**src/plst_pkg.sv**
```systemverilog
// Package for the positional list engine: request and result beat types,
// request and status codes, and default sizes. No dependencies.
`default_nettype none

package plst_pkg;

    localparam int CAPACITY_DEF   = 64;
    localparam int DATA_WIDTH_DEF = 32;

    localparam int REQ_W    = 2;
    localparam int POS_W    = 7;
    localparam int VALUE_W  = 32;
    localparam int STATUS_W = 2;
    localparam int COUNT_W  = 7;

    localparam logic [REQ_W-1:0] REQ_INSERT = 2'd0;
    localparam logic [REQ_W-1:0] REQ_REMOVE = 2'd1;
    localparam logic [REQ_W-1:0] REQ_READ   = 2'd2;

    localparam logic [STATUS_W-1:0] ST_DONE  = 2'd0;
    localparam logic [STATUS_W-1:0] ST_RANGE = 2'd1;
    localparam logic [STATUS_W-1:0] ST_FULL  = 2'd2;

    typedef struct packed {
        logic [REQ_W-1:0]   req_type;
        logic [POS_W-1:0]   position;
        logic [VALUE_W-1:0] value;
    } t_in_item;

    typedef struct packed {
        logic [STATUS_W-1:0] status;
        logic [VALUE_W-1:0]  read_value;
        logic [COUNT_W-1:0]  count;
        logic                is_empty;
    } t_out_item;

    // Completion report from the sequencer to the result register.
    typedef struct packed {
        logic                valid;
        logic [STATUS_W-1:0] status;
        logic                rd_ok;
    } t_fin;

endpackage

`default_nettype wire

```
**src/plst_mem.sv**
```systemverilog
// Entry store of the positional list engine: one write port and one read
// port, read data registered. Depends on nothing.
`default_nettype none

module plst_mem #(
    parameter int DEPTH = 64,
    parameter int WIDTH = 32
) (
    input  wire logic                     i_clk,
    input  wire logic                     i_we,
    input  wire logic [$clog2(DEPTH)-1:0] i_waddr,
    input  wire logic [WIDTH-1:0]         i_wdata,
    input  wire logic                     i_re,
    input  wire logic [$clog2(DEPTH)-1:0] i_raddr,
    output logic      [WIDTH-1:0]         o_rdata
);

    logic [WIDTH-1:0] r_mem [DEPTH];

    always_ff @(posedge i_clk) begin
        if (i_we) begin
            r_mem[i_waddr] <= i_wdata;
        end
    end

    // Read data holds while no read is issued.
    always_ff @(posedge i_clk) begin
        if (i_re) begin
            o_rdata <= r_mem[i_raddr];
        end
    end

endmodule

`default_nettype wire

```
**src/plst_seq.sv**
```systemverilog
// Sequencer of the positional list engine: range checks, entry count and the
// read-then-write shift loop over the entry store. Depends on plst_pkg.
`default_nettype none

module plst_seq #(
    parameter int CAPACITY   = plst_pkg::CAPACITY_DEF,
    parameter int DATA_WIDTH = plst_pkg::DATA_WIDTH_DEF
) (
    input  wire logic                                i_clk,
    input  wire logic                                i_rst_n,
    input  wire logic                                i_start,
    input  wire plst_pkg::t_in_item                  i_item,
    output logic                                     o_busy,
    output logic                                     o_we,
    output logic [$clog2(CAPACITY)-1:0]              o_waddr,
    output logic [DATA_WIDTH-1:0]                    o_wdata,
    output logic                                     o_re,
    output logic [$clog2(CAPACITY)-1:0]              o_raddr,
    input  wire logic [DATA_WIDTH-1:0]               i_rdata,
    output logic [$clog2(CAPACITY+1)-1:0]            o_count,
    output plst_pkg::t_fin                           o_fin
);
    import plst_pkg::*;

    localparam int AW = $clog2(CAPACITY);
    localparam int CW = $clog2(CAPACITY + 1);
    localparam int XW = (CW > POS_W) ? CW : POS_W;
    localparam logic [CW-1:0] CAP_C = CW'(CAPACITY);

    typedef enum logic [4:0] {
        S_IDLE = 5'b00001,
        S_MRD  = 5'b00010,
        S_MWR  = 5'b00100,
        S_FILL = 5'b01000,
        S_DONE = 5'b10000
    } t_state;

    t_state                r_state, n_state;
    logic [CW-1:0]         r_count, n_count;
    logic [REQ_W-1:0]      r_op, n_op;
    logic [AW-1:0]         r_pos, n_pos;
    logic [AW-1:0]         r_cursor, n_cursor;
    logic [DATA_WIDTH-1:0] r_value, n_value;
    logic [STATUS_W-1:0]   r_status, n_status;
    logic                  r_rd_ok, n_rd_ok;

    logic [XW-1:0]          pos_x, cnt_x, cnt_m1_x;
    logic [CW-1:0]          cnt_m1;
    logic [127:0]           value_ext;
    logic [DATA_WIDTH-1:0]  in_word;

    assign pos_x     = XW'(i_item.position);
    assign cnt_x     = XW'(r_count);
    assign cnt_m1    = r_count - CW'(1);
    assign cnt_m1_x  = XW'(cnt_m1);
    assign value_ext = {{(128 - VALUE_W){1'b0}}, i_item.value};
    assign in_word   = value_ext[DATA_WIDTH-1:0];

    always_comb begin
        n_state  = r_state;
        n_count  = r_count;
        n_op     = r_op;
        n_pos    = r_pos;
        n_cursor = r_cursor;
        n_value  = r_value;
        n_status = r_status;
        n_rd_ok  = r_rd_ok;
        o_we     = 1'b0;
        o_waddr  = r_pos;
        o_wdata  = r_value;
        o_re     = 1'b0;
        o_raddr  = r_cursor;
        unique case (r_state)
            S_IDLE: begin
                if (i_start) begin
                    n_op     = i_item.req_type;
                    n_value  = in_word;
                    n_pos    = pos_x[AW-1:0];
                    n_status = ST_DONE;
                    n_rd_ok  = 1'b0;
                    n_state  = S_DONE;
                    unique case (i_item.req_type)
                        REQ_INSERT: begin
                            if (pos_x > cnt_x) begin
                                n_status = ST_RANGE;
                            end else if (r_count == CAP_C) begin
                                n_status = ST_FULL;
                            end else if (cnt_x > pos_x) begin
                                // Shift from the back toward the position.
                                n_cursor = cnt_m1[AW-1:0];
                                n_state  = S_MRD;
                            end else begin
                                o_we    = 1'b1;
                                o_waddr = pos_x[AW-1:0];
                                o_wdata = in_word;
                                n_count = r_count + CW'(1);
                            end
                        end
                        REQ_REMOVE: begin
                            if (pos_x >= cnt_x) begin
                                n_status = ST_RANGE;
                            end else if (cnt_m1_x > pos_x) begin
                                n_cursor = pos_x[AW-1:0] + AW'(1);
                                n_state  = S_MRD;
                            end else begin
                                n_count = cnt_m1;
                            end
                        end
                        REQ_READ: begin
                            if (pos_x >= cnt_x) begin
                                n_status = ST_RANGE;
                            end else begin
                                o_re    = 1'b1;
                                o_raddr = pos_x[AW-1:0];
                                n_rd_ok = 1'b1;
                            end
                        end
                        default: begin
                            n_status = ST_RANGE;
                        end
                    endcase
                end
            end
            S_MRD: begin
                o_re    = 1'b1;
                o_raddr = r_cursor;
                n_state = S_MWR;
            end
            S_MWR: begin
                o_we    = 1'b1;
                o_wdata = i_rdata;
                if (r_op == REQ_INSERT) begin
                    o_waddr = r_cursor + AW'(1);
                    if (r_cursor == r_pos) begin
                        n_state = S_FILL;
                    end else begin
                        n_cursor = r_cursor - AW'(1);
                        n_state  = S_MRD;
                    end
                end else begin
                    o_waddr = r_cursor - AW'(1);
                    if (r_cursor == cnt_m1[AW-1:0]) begin
                        n_count = cnt_m1;
                        n_state = S_DONE;
                    end else begin
                        n_cursor = r_cursor + AW'(1);
                        n_state  = S_MRD;
                    end
                end
            end
            S_FILL: begin
                o_we    = 1'b1;
                o_waddr = r_pos;
                o_wdata = r_value;
                n_count = r_count + CW'(1);
                n_state = S_DONE;
            end
            S_DONE: begin
                n_state = S_IDLE;
            end
            default: begin
                n_state = S_IDLE;
            end
        endcase
    end

    always_ff @(posedge i_clk) begin
        if (!i_rst_n) begin
            r_state <= S_IDLE;
            r_count <= '0;
        end else begin
            r_state <= n_state;
            r_count <= n_count;
        end
    end

    always_ff @(posedge i_clk) begin
        r_op     <= n_op;
        r_pos    <= n_pos;
        r_cursor <= n_cursor;
        r_value  <= n_value;
        r_status <= n_status;
        r_rd_ok  <= n_rd_ok;
    end

    assign o_busy      = (r_state != S_IDLE);
    assign o_count     = r_count;
    assign o_fin.valid  = (r_state == S_DONE);
    assign o_fin.status = r_status;
    assign o_fin.rd_ok  = r_rd_ok;

`ifndef SYNTHESIS
    a_count_bound: assert property (@(posedge i_clk) disable iff (!i_rst_n)
        r_count <= CAP_C)
        else $error("entry count above capacity");

    a_one_port: assert property (@(posedge i_clk) disable iff (!i_rst_n)
        !(o_we && o_re))
        else $error("store read and written in the same cycle");

    a_done_idle: assert property (@(posedge i_clk) disable iff (!i_rst_n)
        r_state == S_DONE |=> r_state == S_IDLE)
        else $error("completion not followed by idle");

    a_count_hold: assert property (@(posedge i_clk) disable iff (!i_rst_n)
        (r_state == S_IDLE && !i_start) |=> $stable(r_count))
        else $error("entry count moved while idle");

    a_step: assert property (@(posedge i_clk) disable iff (!i_rst_n)
        r_count != $past(r_count) |-> (r_count == $past(r_count) + CW'(1)
            || r_count == $past(r_count) - CW'(1)))
        else $error("entry count moved by more than one");
`endif

endmodule

`default_nettype wire

```
**src/positional_list_engine_unit.sv**
```systemverilog
// Top level of the positional list engine: entry store, sequencer and the
// result register. Depends on plst_pkg, plst_mem and plst_seq.
`default_nettype none

// Ordered list of up to CAPACITY words. A request beat is taken when start is
// high and busy is low; busy then stays high until the request is finished.
// Read requests, out-of-range requests, a full-list insert, an insert at the
// end and a remove of the last entry need no shift loop. An insert at a
// position p below the count moves each entry from the back down to p one
// place up and then writes the new word at p; a remove at p moves each entry
// above p one place down. Each shifted entry is read from the store and then
// written back. The result beat appears on o_result with o_valid high for
// exactly one cycle, the first cycle in which busy is low again, and must be
// taken then: there is no way to hold it off. Results come in request order,
// one per request. The store needs no clearing after reset.
module positional_list_engine_unit #(
    parameter int CAPACITY   = plst_pkg::CAPACITY_DEF,
    parameter int DATA_WIDTH = plst_pkg::DATA_WIDTH_DEF
) (
    input  wire logic               i_clk,
    input  wire logic               i_rst_n,
    input  wire logic               start,
    output logic                    busy,
    input  wire plst_pkg::t_in_item i_item,
    output logic                    o_valid,
    output plst_pkg::t_out_item     o_result
);
    import plst_pkg::*;

    localparam int AW = $clog2(CAPACITY);
    localparam int CW = $clog2(CAPACITY + 1);

    logic                  we, re;
    logic [AW-1:0]         waddr, raddr;
    logic [DATA_WIDTH-1:0] wdata, rdata;
    logic [CW-1:0]         count;
    t_fin                  fin;
    logic [127:0]          rd_ext;
    logic [31:0]           cnt_ext;

    plst_mem #(
        .DEPTH(CAPACITY),
        .WIDTH(DATA_WIDTH)
    ) u_mem (
        .i_clk  (i_clk),
        .i_we   (we),
        .i_waddr(waddr),
        .i_wdata(wdata),
        .i_re   (re),
        .i_raddr(raddr),
        .o_rdata(rdata)
    );

    plst_seq #(
        .CAPACITY  (CAPACITY),
        .DATA_WIDTH(DATA_WIDTH)
    ) u_seq (
        .i_clk  (i_clk),
        .i_rst_n(i_rst_n),
        .i_start(start),
        .i_item (i_item),
        .o_busy (busy),
        .o_we   (we),
        .o_waddr(waddr),
        .o_wdata(wdata),
        .o_re   (re),
        .o_raddr(raddr),
        .i_rdata(rdata),
        .o_count(count),
        .o_fin  (fin)
    );

    assign rd_ext  = {{(128 - DATA_WIDTH){1'b0}}, rdata};
    assign cnt_ext = {{(32 - CW){1'b0}}, count};

    logic r_valid;
    t_out_item r_result;

    always_ff @(posedge i_clk) begin
        if (!i_rst_n) begin
            r_valid <= 1'b0;
        end else begin
            r_valid <= fin.valid;
        end
    end

    // The store's read data still holds the word fetched for a read request.
    always_ff @(posedge i_clk) begin
        if (fin.valid) begin
            r_result.status     <= fin.status;
            r_result.read_value <= fin.rd_ok ? rd_ext[VALUE_W-1:0] : '0;
            r_result.count      <= cnt_ext[COUNT_W-1:0];
            r_result.is_empty   <= (count == '0);
        end
    end

    assign o_valid  = r_valid;
    assign o_result = r_result;

endmodule

`default_nettype wire
```
**config.mk**
```make
export PLATFORM = sky130hd
export DESIGN_NAME = positional_list_engine_unit
export DESIGN_NICKNAME = d
export VERILOG_FILES = /design/src/plst_pkg.sv /design/src/plst_mem.sv /design/src/plst_seq.sv /design/src/positional_list_engine_unit.sv
export SDC_FILE = /design/constraint.sdc
export NUM_CORES = 2
export LEC_CHECK = 0
export BUFFER_PORTS_ARGS = -buffer_cell sky130_fd_sc_hd__clkbuf_2
export CAP_MARGIN = 20
export CORE_MARGIN = 3
export CORE_UTILIZATION = 57
export CTS_BUF_LIST = sky130_fd_sc_hd__clkbuf_16
export DETAILED_ROUTE_END_ITERATION = 6
export HOLD_SLACK_MARGIN = 0.08
export PLACE_DENSITY_LB_ADDON = 0.1
export REMOVE_ABC_BUFFERS = 1
export SLEW_MARGIN = 20
export SYNTH_ARGS = -nofsm -noshare
export SYNTH_HDL_FRONTEND = slang
export SYNTH_HIERARCHICAL = 1
export SYNTH_SLANG_ARGS = --single-unit
export TNS_END_PERCENT = 50
```
**constraint.sdc**
```tcl
create_clock -name i_clk -period 5.7 [get_ports i_clk]
set_input_delay 0.285 -clock i_clk [delete_from_list [all_inputs] [get_ports i_clk]]
set_output_delay 0.285 -clock i_clk [all_outputs]
set_load 0.005 [all_outputs]
```
# Word-level counts from Yosys, hierarchy flattened
# Memory sizes are Yosys's and may differ from the RTL's. A register that Yosys moved wholly into a read port is not among the register bits.
# Index checks and enable logic that the tools add are counted.
[word_totals] register_bits=104 ramBits=2048 in_bits=44 out_inout_bits=44 word_cells=122 n_memories=1
[op_classes] add_sub_neg=5 order_cmp=4 eq_ne=24 muxes=65 reduce_logical=10
[memory_table] memory="u_mem.r_mem" depth=64 width=32 read_ports=1 rd_ports_with_merged_regs=1 write_ports=1 line="plst_mem.sv:18" source="logic [WIDTH-1:0] r_mem [DEPTH];"
[op_table] op="two-way mux 32 bit" n=5
[op_table] op="two-way mux 6 bit" n=19
[op_table] op="one-hot mux 32 bit (2 select lines)" n=1
[op_table] op="two-way mux 7 bit" n=8
[op_table] op="two-way mux 5 bit" n=8
[op_table] op="one-hot mux 6 bit (2 select lines)" n=3
[op_table] op="greater-than comparator 7 bit" n=3
[op_table] op="!= test 3 bit, second input constant" n=7
[op_table] op="one-hot mux 7 bit (3 select lines)" n=1
[op_table] op="one-hot mux 5 bit (4 select lines)" n=1
[op_table] op="AND reduction 10 bit" n=2
[op_table] op="one-hot mux 7 bit (2 select lines)" n=1
[op_table] op="adder 6 x 1 -> 6 bit, second input constant" n=2
[op_table] op="equality test 6 bit" n=2
[op_table] op="two-way mux 1 bit" n=11
[op_table] op="one-hot mux 5 bit (2 select lines)" n=1
[op_table] op="!= test 3 x 2 -> 1 bit, second input constant" n=3
[op_table] op="adder 7 x 1 -> 7 bit, second input constant" n=1
[op_table] op="equality test 7 bit, second input constant" n=1
[op_table] op="greater-or-equal comparator 7 bit" n=1
[op_table] op="logical NOT 7 bit" n=1
[op_table] op="subtractor 7 x 1 -> 7 bit, second input constant" n=1
[op_table] op="subtractor 6 x 1 -> 6 bit, second input constant" n=1
[op_table] op="equality test 5 x 1 -> 1 bit, second input constant" n=1
[op_table] op="18 further kinds" n=23

# Logic depth before layout (Yosys ltp)
[logic_depth] word_depth=9 ltp_mapped=20 depth_no_buf=13

# Cells and area by module
# The synthesis kept the hierarchy.
[modules_own_cells] module="plst_mem" n_inst=1 cells_each=3511 area_per_inst_um2=79359.9 seq_area_each_um2=62459.9
[modules_own_cells] module="plst_seq" n_inst=1 cells_each=464 area_per_inst_um2=4361.7 seq_area_each_um2=1711.6
[modules_own_cells] module="positional_list_engine_unit" n_inst=1 cells_each=81 area_per_inst_um2=1522.7 seq_area_each_um2=1281.2

# Worst setup path before layout
# Ideal clock, no wire load.
[synth_timing] kind="register -> register" startpoint="register u_seq.r_state[2]" endpoint="memory u_mem.r_mem[28][0] (enable)" setup_ns=0.421 arrival_ns=5.097 required_time_ns=5.279 path_slack_ns=0.182 stages_incl_launch_ff=13 n_path_buf=4 period_less_slack_ns=5.518 cell_sequence="dfxtp_1 clkbuf_1 nor2_1 and4_1 o2111a_1 nor2_1 buf_2 a221o_1 clkbuf_1 or3b_2 or2_2 clkbuf_1 nor2_1"
[synth_between] word_cells_on_any_way=8 classes_between="3 x eq/ne; 4 x mux; 1 x reduce/logical"
[synth_rtl] element="from (decl)" line="plst_seq.sv:38" source="t_state r_state, n_state;"
[synth_rtl] element="from (signal assigned)" line="plst_seq.sv:172" source="r_state <= n_state;"
[synth_rtl] element="equality test 5 x 3 -> 1 bit or equality test 5 x 1 -> 1 bit (tied branches)" line="plst_seq.sv:73" source="unique case (r_state)"
[synth_rtl] element="one-hot mux 6 bit (2 select lines) (*)" line="plst_seq.sv:73"
[synth_rtl] element="via waddr[1]" line="positional_list_engine_unit.sv:34" source="logic [AW-1:0] waddr, raddr;"
[synth_rtl] element="to (decl)" line="plst_mem.sv:18"
# The timed path passes the listed nets; every way through them passes the cells marked *.

# Worst setup path after layout
[layout_timing] startpoint="register u_seq.r_count[1] (netlist: u_seq/o_count[1])" endpoint="register u_mem.o_rdata[30] (read register of u_mem.r_mem), data pin"
[layout_between] elab_chain_len=5 word_cells_on_any_way=9 classes_between="1 x order compare; 8 x mux"
[layout_lines] element="from (decl)" line="plst_seq.sv:39" source="logic [CW-1:0] r_count, n_count;"
[layout_lines] element="from (signal assigned)" line="plst_seq.sv:173" source="r_count <= n_count;"
[layout_lines] element="greater-or-equal comparator 7 bit" line="plst_seq.sv:110" source="if (pos_x >= cnt_x) begin"
[layout_lines] element="two-way mux 6 bit" line="plst_seq.sv:110"
[layout_lines] element="two-way mux 6 bit" line="plst_seq.sv:82" source="unique case (i_item.req_type)"
[layout_lines] element="two-way mux 6 bit" line="plst_seq.sv:75" source="if (i_start) begin"
[layout_lines] element="two-way mux 6 bit" line="plst_seq.sv:73"
[layout_lines] element="via raddr[1]" line="positional_list_engine_unit.sv:34"
[layout_lines] element="to (decl)" line="plst_mem.sv:15" source="output logic [WIDTH-1:0] o_rdata"
# The timed path passes the listed nets, and every way through them passes these cells.
# A chain may end at the register's enable or synchronous reset.

==> results.md <==
- Post-cts sizing count: 0
- Detail Placement HPWL: 139.1 mm
- CP max FO: 19
- Root buffer selected by CTS: clkbuf_16
- CP max stage delay: 660 ps
- Sequential Power Share: 44.0%
- CP Data Arrival Time: 5870 ps
- Slowest-stage cell, CP: a211oi_1
- Final Max Tran Viols: 0
- Drt pass-1 iters: 6
- Share of layout cells above drive strength 1: 26.61%
- Ys Warns: 6
- Total Routing Usage GR: 30.49%
- Final hold slack: 192.8 ps
- IO Count: 88
- Total negative slack: 0 ps
- Core area: 148200 sq um
- Global route overflow: 0
- Cells after synthesis: 4056
- Area leader, netlist: edfxtp_1
- Drt initial violations: 5849
- CP delay by family, top: simple AND/OR/NAND/NOR gates
- Fin crit share: 92.90%
- Utilization after layout: 65.69%
- Clock share of power: 31.4%
- Leak: 31.57 nW
- CTS Hold Buffers Added: 42
- Syn avg cell area: 21.02 sq um
- Layout Skew: 31.12 ps
- Area delta synth->final: 14.19%
- TritonCTS clock tree: yes
- Largest net degree at the start of global routing: 70
- Largest cells by area after synthesis: edfxtp_1, mux4_2, mux2i_1
- Clk buf depth: 3
- Max IR drop VDD: 0.3272 mV
- Yosys cell types: 80
- Clk slew on worst S/H paths: 60 ps
- Fin crit period: 5295 ps
- Post-synth top area share: 76.48%
- H-tree levels: 4
- Final WL: 231.5 mm
- Antenna Nets Post-Route: 0
- Number of buffers added for setup after CTS: 0
- Gate power share: 24.6%
- Int Power: 30.13 mW
- #FFs+latches synth: 2184
- Setup CP Type: reg -> reg
- Setup crit end kind: register
- Antenna violations before repair: 13
- Worst slew pin tran: 1152 ps
- Max cap viols: 0
- Number of CTS-inserted buffers: 212
- # setup viols final: 0
- Min-Delay Path Class: in -> reg
- Row cnt: 141
- Fmax: 0.1888 GHz
- Initial Utilization: 57.52%
- I/O Buffers: 87
- Syn Std Cell Area: 85240 sq um
- Worst skew pair latency: 830 ps
- Status: finished, final reports clean
- Power Dens Cells: 437.8 nW/um^2
- Worst rel slew slack: 22.83%
- Startpoint Class: register
- Routability Congestion: 0.8589
- Clock sink count: 2184
- Sequence of cells on the critical path: inv_1, ha_1, nand3b_1, a21oi_1, nor2_1, and3_1, and2_1, mux2i_4, buf_12, buf_12, buf_4, mux4_2, nor2b_1, a211oi_1, o21ai_0, and3_1
- Sw Share: 29.30%
- Chip Height: 392.7 microns
- Most common cell after layout, fill and taps aside: edfxtp_1
- Fillers: 9657
- Die Area: 154200 sq um
- Ys async rst share: 0%
- NetSw: 12.49 mW
- RSZ-0062 raised after global routing: no
- Most common flop cell mapped by yosys: edfxtp_1
- Vias in the first global route: 43240
- Die span in x: 392.7 microns
- Seq/Total Area, Yosys: 76.78%
- Wirelength per Cell: 35.48 microns
- Nets: 4494
- Vias per cell: 6.685
- Worst EP required: 6280 ps
- Number of flops mapped to enable cells by yosys: 2171
- Most frequent cells in the layout: edfxtp_1, mux4_2, clkbuf_16
- Post-route DRC: 0
- Count of final hold-check violations: 0
- Global-route wire length before repair: 325.4 mm
- Via count: 43630
- Worst path bufs/invs: 4
per-layer routing:
layer | global-route usage (%) | up-vias | wire (microns)
li1 | - | 17730 | -
met2 | 48.19 | 2383 | 111800
met1 | 42.92 | 23150 | 89030
met5 | 0 | - | 27
met3 | 6.427 | 355 | 22500
met4 | 10.46 | 4 | 8122
power groups by stage:
stage                     clock [mW]  combinational [mW]  sequential [mW]
after floorplan                    0                6.12             19.0
after global placement             0                10.3             19.1
after detailed placement           0                10.4             19.1
after CTS                       13.6                10.5             18.7
after global routing            14.3                11.0             18.7
final                           13.4                10.5             18.7
through the flow:
| stage | cell area, sq um | instances | power (mW) | setup slack, ps |
|---|---|---|---|---|
| finish | 97340 | 6526 | 42.62 | 404.8 |
| detailed placement | 90280 | 6100 | 29.50 | 442.3 |
| CTS | 97320 | 6522 | 42.79 | 436.7 |
| floorplan | 83840 | 3822 | 25.16 | -49510 |
| global route | 97330 | 6522 | 43.99 | 203.7 |
| global placement | 90260 | 6100 | 29.41 | 353.5 |
synth_stat cells, types with 9 or more instances:
cell,instances
a211o_1,9
a211oi_1,22
a21oi_1,44
a22o_1,12
a22oi_1,159
a311o_1,12
a31oi_1,23
and2_1,40
and3_1,12
buf_1,10
buf_2,60
buf_4,29
buf_6,32
clkbuf_1,94
dfxtp_1,13
edfxtp_1,2171
ha_1,24
inv_1,25
mux2i_1,200
mux4_2,446
nand2_1,134
nand2b_1,10
nand3_1,55
nand3b_1,9
nor2_1,112
nor2b_1,16
nor3_1,13
o211ai_1,20
o21ai_0,39
o221ai_1,16
o22a_1,13
o22ai_1,45
xnor2_1,18
xor2_1,9
sequential cells by signal, summed over array words and instances (netlist names):
name,flops
o_valid,1
u_seq/r_pos,6
u_seq/r_status,2
u_mem/o_rdata,32
o_result,42
u_seq/r_cursor,6
u_seq/o_count,7
u_seq/r_state,5
u_seq/r_rd_ok,1
u_seq/r_op,2
u_mem/r_mem,2048
u_seq/r_value,32
final timing paths:
kind	start	endpoint	slack, ps	cells past startpoint
max reg2reg	u_seq/o_count[1]$_SDFFE_PN0P_	u_mem/o_rdata[30]$_DFFE_PP_	400	16
min reg2reg	u_seq/r_status[1]$_DFFE_PP_	o_result[41]$_DFFE_PP_	430	0
max	u_seq/o_count[1]$_SDFFE_PN0P_	u_mem/o_rdata[30]$_DFFE_PP_	400	16
min	i_item[29]	u_seq/r_value[29]$_DFFE_PP_	190	2
layout make-up:
type	instances	area, sq um	area share, %
timing repair buffer	390	3766	3.869
sequential	2184	65450	67.24
tap	1930	2415	2.481
antenna	4	10.01	0.01028
multi-input combinational	1611	18980	19.49
clock inverter	162	1166	1.198
clock buffer	218	5455	5.604
inverter	27	103.9	0.1067
logic make-up after synthesis:
logic type      count (synthesis)  share of synthesized area, %
fa+ha+maj                      24                        0.3523
simple gates                  449                         2.605
mux                           651                         14.20
compound gates                456                         3.906
flops                        2184                         76.78
xor+xnor                       31                        0.3816
buf+inv                       261                         1.775
No activity file was read; power rests on OpenSTA's default activity.
